===== src/rtl/fpd_pkg.sv =====
`timescale 1ns / 1ps

package fpd_pkg;

  localparam int unsigned MAX_DATA_BYTES = 4096;

  // Byte counter covers the payload length and the eight field bytes.
  localparam int unsigned CNT_W =
      ($clog2(MAX_DATA_BYTES + 1) > 4) ? $clog2(MAX_DATA_BYTES + 1) : 4;

  localparam int unsigned BYTE_W   = 8;
  localparam int unsigned HDR_W    = 16;
  localparam int unsigned WORD_W   = 32;
  localparam int unsigned IDX_W    = 12;
  localparam int unsigned DLEN_W   = 13;
  localparam int unsigned STATUS_W = 3;
  localparam int unsigned CFG_IDX_W = 1;

  localparam logic [CFG_IDX_W-1:0] REG_HEADER   = 1'd0;
  localparam logic [CFG_IDX_W-1:0] REG_TERMINAL = 1'd1;

  localparam logic [CNT_W-1:0] CMD_DONE    = CNT_W'(2);
  localparam logic [CNT_W-1:0] METHOD_DONE = CNT_W'(4);
  localparam logic [CNT_W-1:0] LENGTH_DONE = CNT_W'(8);
  localparam logic [CNT_W-1:0] WORD_DONE   = CNT_W'(4);

  localparam logic [BYTE_W-1:0] SPACE_CHAR = 8'h20;
  localparam logic [BYTE_W-1:0] NUL_CHAR   = 8'h00;

  localparam logic KIND_DATA   = 1'b0;
  localparam logic KIND_STATUS = 1'b1;

  typedef enum logic [2:0] {
    PH_HUNT0   = 3'd0,
    PH_HUNT1   = 3'd1,
    PH_FIELDS  = 3'd2,
    PH_DATA    = 3'd3,
    PH_TERM    = 3'd4,
    PH_SUM_OK  = 3'd5,
    PH_SUM_BAD = 3'd6
  } phase_e;

  typedef enum logic [STATUS_W-1:0] {
    ST_OK       = 3'd0,
    ST_LEN_ALIGN = 3'd1,
    ST_TOO_LONG = 3'd2,
    ST_BAD_TERM = 3'd3,
    ST_BAD_SUM  = 3'd4
  } status_e;

  typedef struct packed {
    logic                kind;
    logic [BYTE_W-1:0]   data_byte;
    logic [IDX_W-1:0]    byte_index;
    status_e             status;
    logic [HDR_W-1:0]    cmd;
    logic [HDR_W-1:0]    method;
    logic [DLEN_W-1:0]   data_length;
  } result_t;

endpackage


===== src/rtl/framed_packet_deframer.sv =====
`timescale 1ns / 1ps

// Byte-serial deframer for little-endian length-prefixed frames (header, cmd,
// method, length, payload, terminal, sum). It takes one byte per cycle and
// registers the result word, if any, of each accepted byte in the output
// register; a new byte is accepted whenever that register is empty or
// is being emptied in the same cycle. Each payload byte leaves as a data word,
// and the last sum byte of a frame, or a bad length field, yields one status
// word; after a complete frame that word carries the trimmed payload length,
// after a bad length field it carries zero. Register writes take effect at
// once and should be made while no frame is in progress.
module framed_packet_deframer (
  input  logic                             clk_i,
  input  logic                             rst_ni,
  input  logic                             cfg_we_i,
  input  logic [fpd_pkg::CFG_IDX_W-1:0]    cfg_index_i,
  input  logic [fpd_pkg::WORD_W-1:0]       cfg_wdata_i,
  input  logic                             rx_valid_i,
  output logic                             rx_ready_o,
  input  logic [fpd_pkg::BYTE_W-1:0]       rx_byte_i,
  output logic                             out_valid_o,
  input  logic                             out_ready_i,
  output logic                             out_kind_o,
  output logic [fpd_pkg::BYTE_W-1:0]       data_byte_o,
  output logic [fpd_pkg::IDX_W-1:0]        byte_index_o,
  output logic [fpd_pkg::STATUS_W-1:0]     frame_status_o,
  output logic [fpd_pkg::HDR_W-1:0]        cmd_value_o,
  output logic [fpd_pkg::HDR_W-1:0]        method_value_o,
  output logic [fpd_pkg::DLEN_W-1:0]       data_length_o
);

  localparam int unsigned CW = fpd_pkg::CNT_W;

  logic [fpd_pkg::HDR_W-1:0]  header_q;
  logic [fpd_pkg::WORD_W-1:0] terminal_q;

  fpd_pkg::phase_e            phase_q, phase_d;
  logic [fpd_pkg::BYTE_W-1:0] prev_q, prev_d;
  logic [CW-1:0]              count_q, count_d;
  logic [fpd_pkg::HDR_W-1:0]  cmd_q, cmd_d;
  logic [fpd_pkg::HDR_W-1:0]  method_q, method_d;
  logic [CW-1:0]              len_q, len_d;
  logic [fpd_pkg::WORD_W-1:0] sum_q, sum_d;
  logic [fpd_pkg::WORD_W-1:0] shift_q, shift_d;
  logic [CW-1:0]              trim_q, trim_d;

  logic                       out_valid_q, out_valid_d;
  fpd_pkg::result_t           out_q, out_d;

  fpd_pkg::result_t           res;
  logic                       res_valid;
  logic                       rx_fire;
  logic [fpd_pkg::WORD_W-1:0] shift_new;
  logic [1:0]                 lane;
  logic [fpd_pkg::WORD_W-1:0] sum_add;
  logic [CW-1:0]              cnt_inc;

  assign rx_ready_o = !out_valid_q || out_ready_i;
  assign rx_fire    = rx_valid_i && rx_ready_o;

  assign shift_new = {rx_byte_i, shift_q[fpd_pkg::WORD_W-1:fpd_pkg::BYTE_W]};
  assign lane      = count_q[1:0] + 2'd2;
  assign sum_add   = sum_q + ({24'd0, rx_byte_i} << {lane, 3'b000});
  assign cnt_inc   = count_q + CW'(1);

  always_ff @(posedge clk_i or negedge rst_ni) begin
    if (!rst_ni) begin
      header_q   <= '0;
      terminal_q <= '0;
    end else if (cfg_we_i) begin
      unique case (cfg_index_i)
        fpd_pkg::REG_HEADER:   header_q   <= cfg_wdata_i[fpd_pkg::HDR_W-1:0];
        fpd_pkg::REG_TERMINAL: terminal_q <= cfg_wdata_i;
        default: ;
      endcase
    end
  end

  always_comb begin
    phase_d   = phase_q;
    prev_d    = prev_q;
    count_d   = count_q;
    cmd_d     = cmd_q;
    method_d  = method_q;
    len_d     = len_q;
    sum_d     = sum_q;
    shift_d   = shift_q;
    trim_d    = trim_q;
    res_valid = 1'b0;
    res       = '{kind: fpd_pkg::KIND_STATUS, data_byte: '0, byte_index: '0,
                  status: fpd_pkg::ST_OK, cmd: cmd_q, method: method_q,
                  data_length: '0};

    if (rx_fire) begin
      unique case (phase_q)
        fpd_pkg::PH_HUNT1: begin
          if ({rx_byte_i, prev_q} == header_q) begin
            phase_d  = fpd_pkg::PH_FIELDS;
            sum_d    = {16'd0, header_q};
            count_d  = '0;
            shift_d  = '0;
            trim_d   = '0;
            cmd_d    = '0;
            method_d = '0;
            len_d    = '0;
          end
          prev_d = rx_byte_i;
        end
        fpd_pkg::PH_FIELDS: begin
          sum_d   = sum_add;
          shift_d = shift_new;
          count_d = cnt_inc;
          if (cnt_inc == fpd_pkg::CMD_DONE) begin
            cmd_d = shift_new[31:16];
          end else if (cnt_inc == fpd_pkg::METHOD_DONE) begin
            method_d = shift_new[31:16];
          end else if (cnt_inc == fpd_pkg::LENGTH_DONE) begin
            if (shift_new[1:0] != 2'd0) begin
              res_valid = 1'b1;
              res.status = fpd_pkg::ST_LEN_ALIGN;
            end else if (shift_new > fpd_pkg::WORD_W'(fpd_pkg::MAX_DATA_BYTES)) begin
              res_valid = 1'b1;
              res.status = fpd_pkg::ST_TOO_LONG;
            end else begin
              len_d   = shift_new[CW-1:0];
              count_d = '0;
              shift_d = '0;
              phase_d = (shift_new == '0) ? fpd_pkg::PH_TERM : fpd_pkg::PH_DATA;
            end
          end
        end
        fpd_pkg::PH_DATA: begin
          sum_d          = sum_add;
          res_valid      = 1'b1;
          res.kind       = fpd_pkg::KIND_DATA;
          res.data_byte  = rx_byte_i;
          res.byte_index = fpd_pkg::IDX_W'(count_q);
          count_d        = cnt_inc;
          if (rx_byte_i != fpd_pkg::SPACE_CHAR && rx_byte_i != fpd_pkg::NUL_CHAR) begin
            trim_d = cnt_inc;
          end
          if (cnt_inc >= len_q) begin
            count_d = '0;
            shift_d = '0;
            phase_d = fpd_pkg::PH_TERM;
          end
        end
        fpd_pkg::PH_TERM: begin
          sum_d   = sum_add;
          shift_d = shift_new;
          count_d = cnt_inc;
          if (cnt_inc == fpd_pkg::WORD_DONE) begin
            phase_d = (shift_new == terminal_q) ? fpd_pkg::PH_SUM_OK : fpd_pkg::PH_SUM_BAD;
            count_d = '0;
            shift_d = '0;
          end
        end
        fpd_pkg::PH_SUM_OK, fpd_pkg::PH_SUM_BAD: begin
          shift_d = shift_new;
          count_d = cnt_inc;
          if (cnt_inc == fpd_pkg::WORD_DONE) begin
            res_valid       = 1'b1;
            res.data_length = fpd_pkg::DLEN_W'(trim_q);
            if (phase_q == fpd_pkg::PH_SUM_BAD) begin
              res.status = fpd_pkg::ST_BAD_TERM;
            end else if (shift_new != (32'd0 - sum_q)) begin
              res.status = fpd_pkg::ST_BAD_SUM;
            end
          end
        end
        default: begin
          prev_d  = rx_byte_i;
          phase_d = fpd_pkg::PH_HUNT1;
        end
      endcase

      if (res_valid && res.kind == fpd_pkg::KIND_STATUS) begin
        phase_d = fpd_pkg::PH_HUNT0;
        prev_d  = '0;
        count_d = '0;
      end
    end
  end

  always_comb begin
    out_valid_d = out_valid_q;
    out_d       = out_q;
    if (rx_fire && res_valid) begin
      out_valid_d = 1'b1;
      out_d       = res;
    end else if (out_ready_i) begin
      out_valid_d = 1'b0;
    end
  end

  always_ff @(posedge clk_i or negedge rst_ni) begin
    if (!rst_ni) begin
      phase_q     <= fpd_pkg::PH_HUNT0;
      prev_q      <= '0;
      count_q     <= '0;
      cmd_q       <= '0;
      method_q    <= '0;
      len_q       <= '0;
      sum_q       <= '0;
      shift_q     <= '0;
      trim_q      <= '0;
      out_valid_q <= 1'b0;
    end else begin
      phase_q     <= phase_d;
      prev_q      <= prev_d;
      count_q     <= count_d;
      cmd_q       <= cmd_d;
      method_q    <= method_d;
      len_q       <= len_d;
      sum_q       <= sum_d;
      shift_q     <= shift_d;
      trim_q      <= trim_d;
      out_valid_q <= out_valid_d;
    end
  end

  always_ff @(posedge clk_i) begin
    out_q <= out_d;
  end

  assign out_valid_o    = out_valid_q;
  assign out_kind_o     = out_q.kind;
  assign data_byte_o    = out_q.data_byte;
  assign byte_index_o   = out_q.byte_index;
  assign frame_status_o = out_q.status;
  assign cmd_value_o    = out_q.cmd;
  assign method_value_o = out_q.method;
  assign data_length_o  = out_q.data_length;

  a_status_rehunts: assert property (@(posedge clk_i) disable iff (!rst_ni)
    (rx_fire && res_valid && res.kind == fpd_pkg::KIND_STATUS)
      |=> (phase_q == fpd_pkg::PH_HUNT0 && count_q == '0))
    else $error("status word did not return the deframer to hunting");

  a_data_word_clean: assert property (@(posedge clk_i) disable iff (!rst_ni)
    (out_valid_q && out_q.kind == fpd_pkg::KIND_DATA)
      |-> (out_q.status == fpd_pkg::ST_OK && out_q.data_length == '0))
    else $error("data word carries status or length");

  a_data_in_range: assert property (@(posedge clk_i) disable iff (!rst_ni)
    (phase_q == fpd_pkg::PH_DATA) |-> (count_q < len_q && trim_q <= count_q))
    else $error("payload counter out of range");

  a_held_word_kept: assert property (@(posedge clk_i) disable iff (!rst_ni)
    (out_valid_q && !out_ready_i) |=> (out_valid_q && $stable(out_q)))
    else $error("pending output word was lost or changed");

endmodule


===== config.mk =====
export PLATFORM = sky130hd
export DESIGN_NAME = framed_packet_deframer
export DESIGN_NICKNAME = d
export VERILOG_FILES = /design/src/rtl/fpd_pkg.sv /design/src/rtl/framed_packet_deframer.sv
export SDC_FILE = /design/constraint.sdc
export NUM_CORES = 1
export LEC_CHECK = 0
export ABC_AREA = 1
export ABC_CLOCK_PERIOD_IN_PS = 4900
export BUFFER_PORTS_ARGS = -buffer_cell sky130_fd_sc_hd__buf_2
export CORE_MARGIN = 3
export CORE_UTILIZATION = 55
export DETAILED_ROUTE_END_ITERATION = 8
export PLACE_DENSITY = 0.77
export SETUP_SLACK_MARGIN = 0.05
export SYNTH_ARGS = -nofsm -noshare
export SYNTH_HDL_FRONTEND = slang
export SYNTH_SLANG_ARGS = --single-unit

===== constraint.sdc =====
create_clock -name clk_i -period 4.9 [get_ports clk_i]
set_input_delay 0.98 -clock clk_i [delete_from_list [all_inputs] [get_ports clk_i]]
set_output_delay 0.98 -clock clk_i [all_outputs]
set_load 0.05 [all_outputs]

### Word level (Yosys, flattened, before mapping)

Index checks and enable logic that the tools add are counted.

| word-level totals | value |
|---|---|
| bits in registers | 264 |
| bits in latches | 0 |
| bits in writable memories | 0 |
| memory bits (read-only) | 0 |
| input port bits | 46 |
| output and inout bits | 71 |
| logic and storage cells | 161 |
| memories | 0 |

| operators by class | value |
|---|---|
| $add $sub $neg | 4 |
| multipliers | 0 |
| div/mod/pow operators | 0 |
| magnitude comparators | 2 |
| equality and inequality tests | 33 |
| shifts and indexed selects | 1 |
| mux-type cells | 71 |
| bitwise operators | 1 |
| reductions and logical operators | 30 |

Operators by type and width:

| cell | count |
|---|---|
| 32-bit 2-to-1 mux | 9 |
| 13-bit 2-to-1 mux | 15 |
| 32-bit one-hot mux with 5 select lines | 1 |
| 13-bit one-hot mux with 5 select lines | 1 |
| 16-bit 2-to-1 mux | 4 |
| 16-bit one-hot mux with 2 select lines | 2 |
| 32-bit one-hot mux with 2 select lines | 1 |
| 13-bit one-hot mux with 2 select lines | 2 |
| 21-bit 2-to-1 mux | 2 |
| 3-bit 2-to-1 mux | 13 |
| 32-bit adder | 1 |
| 32-bit equality test | 1 |
| 32-bit by 13-bit > comparator with 1-bit output, second input constant | 1 |
| 32-bit logical NOT | 1 |
| 32-bit inequality test | 1 |
| 8-bit by 5-bit << shifter with 32-bit output | 1 |
| 1-bit by 32-bit subtractor with 32-bit output, first input constant | 1 |
| 3-bit inequality test, second input constant | 8 |
| 2-bit inequality test, second input constant | 11 |
| 16-bit equality test | 1 |
| 8-bit 2-to-1 mux | 2 |
| 3-bit one-hot mux with 5 select lines | 1 |
| 13-bit by 1-bit adder with 13-bit output, second input constant | 1 |
| 13-bit by 2-bit equality test with 1-bit output, second input constant | 1 |
| other kinds (30) | 60 |

### Logic depth before layout (Yosys ltp)

| logic depth | value |
|---|---|
| depth in word-level cells | 11 |
| mapped depth | 20 |
| depth with buffers taken out | 18 |

### Worst setup path before layout

OpenSTA, ideal clock, no wires.

| timing | value |
|---|---|
| path kind | input to register |
| from | input rx_byte_i[2] in the netlist's numbering |
| to | register out_q (netlist bit byte_index_o[0]), enable pin |
| library setup time | 0.498 ns |
| arrival time | 4.852 ns |
| data required time | 4.402 ns |
| path slack | -0.450 ns |
| cell stages on the path | 11 |
| path buffers | 1 |
| cell sequence | clkbuf_1 > inv_1 > nand4_1 > nor2_1 > nand2_1 > nor2_1 > nand3_1 > nand4_1 > nand3_1 > inv_1 > nor2_1 |

| on the way | value |
|---|---|
| longest elaborated chain between the ends | 10 |

RTL lines:

| item | line | source |
|---|---|---|
| start: declaration | framed_packet_deframer.sv:20 | `input logic [fpd_pkg::BYTE_W-1:0] rx_byte_i,` |
| 32-bit by 13-bit > comparator with 1-bit output | framed_packet_deframer.sv:121 | `end else if (shift_new > fpd_pkg::WORD_W'(fpd_pkg::MAX_DATA_BYTES)) begin` |
| 1-bit 2-to-1 mux | framed_packet_deframer.sv:121 |  |
| 1-bit 2-to-1 mux | framed_packet_deframer.sv:118 | `if (shift_new[1:0] != 2'd0) begin` |
| 1-bit 2-to-1 mux | framed_packet_deframer.sv:117 | `end else if (cnt_inc == fpd_pkg::LENGTH_DONE) begin` |
| 1-bit 2-to-1 mux | framed_packet_deframer.sv:115 | `end else if (cnt_inc == fpd_pkg::METHOD_DONE) begin` |
| 1-bit 2-to-1 mux | framed_packet_deframer.sv:113 | `if (cnt_inc == fpd_pkg::CMD_DONE) begin` |
| 1-bit one-hot mux with 3 select lines | framed_packet_deframer.sv:95 | `unique case (phase_q)` |
| 1-bit 2-to-1 mux (2 in series) | framed_packet_deframer.sv:94 | `if (rx_fire) begin` |
| 1-bit logical AND | framed_packet_deframer.sv:188 | `if (rx_fire && res_valid) begin` |
| end signal: assignment | framed_packet_deframer.sv:223 | `out_q <= out_d;` |
| end: declaration | framed_packet_deframer.sv:48 | `fpd_pkg::result_t out_q, out_d;` |

No other way between the ends. The select of a mux whose other input is x is not followed.
A chain may end at the register's enable or synchronous reset.

### Worst setup path in the final report

| timing | value |
|---|---|
| from | register count_q[0] |
| to | register shift_q[13] in the netlist's numbering |

| on the way | value |
|---|---|
| longest elaborated chain between the ends | 6 |
| elaborated cells on any way between the ends | 12 |
| those cells by class | add/sub: 1; order compare: 1; eq/ne: 4; mux: 5; reduce/logical: 1 |

RTL lines:

| item | line | source |
|---|---|---|
| start: declaration | framed_packet_deframer.sv:39 | `logic [CW-1:0] count_q, count_d;` |
| start signal: assignment | framed_packet_deframer.sv:211 | `count_q <= count_d;` |
| 13-bit by 1-bit adder with 13-bit output * | framed_packet_deframer.sv:64 | `assign cnt_inc = count_q + CW'(1);` |
| branches (longest 5 deep; another with 13-bit greater-or-equal comparator) | n/a |  |
| end signal: assignment | framed_packet_deframer.sv:216 | `shift_q <= shift_d;` |
| end: declaration | framed_packet_deframer.sv:44 | `logic [fpd_pkg::WORD_W-1:0] shift_q, shift_d;` |

Every way passes the cells marked *.

==> summary.txt <==
Clocking
  • PostCTS Resize Cnt: 0
  • CTS tree: done
  • CTS H-Tree Depth: 1
  • Clk sink count: 256
  • Clock root buffer: clkbuf_16
  • Postcts setup bufs: 0
  • Worst skew pair latency: about 530 ps
  • Clock transition at the registers of the reported paths: 60 ps
  • # hold bufs at CTS: 0
  • CTS Buf Count: 26
  • Clk buf depth: 3

Timing
  • Shortest period the worst path allows: 4070 ps
  • Final setup violation count: 0
  • Worst clock skew: 12.8 ps
  • Setup_tns: 0 ps
  • RSZ-0062 raised after global routing: no
  • Final period utilization: approximately 83%
  • Fin Hold WS: roughly 450 ps
  • Fin worst setup slack: approximately 830 ps
  • Final hold vios: 0
  • Slew margin rel.: 41.9%
  • FMAX: 0.246 GHz
  • Pins over their slew limit: 0
  • Slew @ Worst Pin: 870 ps

Min path
  • Hold wc startpoint: cmd_q[3]
  • Hold WC Path Type: flip-flop to flip-flop

Yosys
  • EDFF count, synth: 69
  • Synth Warn #: 0
  • Count leader, synth: nand2_1
  • Cell taking the most area after synthesis: dfrtp_1
  • Post-synthesis compound-gate area fraction: around an eighth
  • Library cells used by synthesis: 57
  • Ys flop type: dfrtp_1
  • Fraction of the mapped netlist area in adder cells: 4.22%
  • Mean Syn Cell Area: 8.09 µm²
  • Post-synthesis sequential area ratio: 45.9%
  • Multiplexer share of the synthesized area: less than 1%
  • Ys async rst share: 73.0%
  • Mapped Nets: 1913
  • #FFs+latches synth: ~260
  • Post-Synth Simple-Gate Area: 24.6%
  • Synth cell count leaders: 344 x nand2_1, 226 x inv_1, 194 x nor2_1, 187 x dfrtp_1, 129 x nand3_1
  • Post-synth top area share: 31.8%
  • Main combinational cell family by area after synthesis: simple AND/OR/NAND/NOR gates
  • Xor/xnor share of the synthesized area: 4.02%
  • Top cells by area, synth: dfrtp_1 32%, edfxtp_1 14%, nand2_1 8.8%
  • Post-Syn Area: between 10000 and 15000 µm²
  • Mapped Cells: 1818

Setup path
  • CP arrival: 4520 ps
  • Worst-path cell chain: inv_2 > nor2_4 > nand2_1 > nor2_2 > nand3_1 > nand2_1 > inv_1 > ha_1 > nand2_1 > nor4b_1 > nand3_1 > nand4_1 > inv_1 > nor3_4 > buf_4 > nand4_1 > o21ai_1
  • Critical Path Start Type: flip-flop
  • Crit path capture type: flip-flop
  • FF-to-FF Start: count_q[0]
  • Worst Setup SP: count_q[0]
  • Worst EP required: 5350 ps
  • CP Class: flip-flop to flip-flop
  • Critical Path Max Stage Delay: 900 ps
  • Cell repeated most along the worst path: nand2_1
  • Slowest CP cell: dfrtp_1
  • Worst Path Max Fanout: 48

Drt
  • DR vias/cell: around 5.7
  • Final WL: 41300 µm
  • Initial DRT Pass Iterations: 6
  • Initial DRC Count: 1425
  • DR WL/cell: 18.2 µm
  • DR vias: 13000
  • Routed Antenna Nets: 0
  • DRC viols: 0

Job
  • Total of max-cap violations: 0

Run status
  • Status: finished clean

Floorplanning
  • Core area: 26100 µm²
  • Die H: 169 µm
  • Die width: 169 µm
  • IO Count: 117
  • Total Die Area: ~29000 µm²
  • Initial Util: 56.2%
  • Row cnt: 59

Global routing
  • GRT Total Usage: 28.6%
  • First-pass GRT wire length: 65900 µm
  • Grt ovf: 0
  • Vias in the first global route: around 13000
  • Initial antenna violation count: 0
  • Pin count of the biggest net entering global routing: 79

Power
  • Peak VDD IR: 406 µV
  • Power Density: 588 nW/µm²
  • Pleak: approximately 7.6 nW

Final layout
  • Layout area overhead: 11.7%
  • Finished Core Util: 62.8%
  • ANT cells: 0
  • Layout net count: 2010
  • Fill cells: 2279
  • Proportion of layout cells with a drive suffix above 1: 12.8%

Place
  • Detailed Place HPWL: ~31000 µm
  • RePlAce Congestion: 0.991
  • Post-place setup slack: 938 ps
  • Port Buffer Count: 116
==> final cells by class <==
cell class | count | area (µm²) | share of cell area (%)
Multi-Input combinational cell | 1265 | 6760 | 41.2
Clock inverter | 13 | 156 | 0.953
Tap cell | 335 | 419 | 2.55
Inverter | 236 | 886 | 5.40
Clock buffer | 35 | 747 | 4.55
Timing Repair Buffer | 130 | 692 | 4.22
Sequential cell | 256 | 6750 | 41.1
==> critical path, delay by kind of cell, from the launching register on <==
kind / cells / cell delay (ps)
DFF: 1 / 900
buffers and inverters: 4 / 1050
adders and majority gates: 1 / 280
AOI/OAI and AO/OA: 1 / 120
and+or+nand+nor: 11 / 1630
==> routing by layer <==
metal	part of all wire (%)	up-vias	global-route usage, %	routed length (µm)
met4	3.8	0	10.8	1570
li1	-	6221	-	-
met1	41	6098	38.0	17100
met2	47	552	47.9	19600
met5	0	-	0	0
met3	7.3	98	3.91	3030
==> cell usage in the layout, fill, tap and decap left out, types with 5 or more instances in the layout <==
master     synthesis  layout
nand2_1          344     344
inv_1            226     226
nor2_1           194     193
dfrtp_1          187     187
nand3_1          129     129
o21ai_0          127     127
buf_2             16     115
a21oi_1           93      93
edfxtp_1          69      69
nor3_1            48      48
ha_1              48      48
nand4_1           45      45
o21ai_1           43      43
xor2_1            38      38
clkbuf_16          0      28
xnor2_1           25      25
buf_4              7      14
or2_2             13      13
mux2_2            12      12
inv_2              8       8
nand2_2            8       8
nor2_2             8       8
o21ai_2            8       8
o211ai_1           8       8
a31oi_1            7       7
nor2_4             5       6
nor4_1             6       6
o22ai_1            6       6
clkinv_1           2       5
a21o_1             5       5
a22oi_1            5       5
clkbuf_1          29       5
==> path summary, 6_finish.rpt <==
path	to	slack [ps]	cells past startpoint
hold reg to reg	cmd_value_o[3]	450	0
hold / removal	cmd_value_o[3]	450	0
max in group asynchronous	terminal_q[1]	3380	2
setup / recovery	shift_q[13]	830	17
min in group asynchronous	method_q[8]	470	1
setup reg to reg	shift_q[13]	830	17
==> report_power, final <==
| group | switching, W | internal, W |
|---|---|---|
| combinational | 0.00296 | 0.00128 |
| clock | 0.000844 | 0.00123 |
| sequential | 0.000571 | 0.00277 |
| total | 0.00437 | 0.00528 |
==> sequential cells by signal (all words and copies together) (netlist names), 16 cells and up <==
signal and count:
header_q 16, terminal_q 32, cmd_value_o 16, shift_q 24
method_value_o 16, method_q 16, sum_q 32, cmd_q 16
==> cells by family after synthesis <==
logic type | Yosys count
compound gates | 322
xor+xnor | 65
fa+ha+maj | 49
buf+inv | 297
flops | 256
mux | 13
simple gates | 816
==> metrics by stage <==
step / std cells / cell area [µm²] / total power [W]
after global placement: 2222 / 15500 / 0.00738
after floorplan: 1818 / 14700 / 0.00642
after global routing: 2270 / 16400 / 0.0103
after CTS: 2270 / 16400 / 0.00959
final: 2270 / 16400 / 0.00965
after detailed placement: 2222 / 15500 / 0.00751
Note: power is estimated with default switching activity, not from simulation.
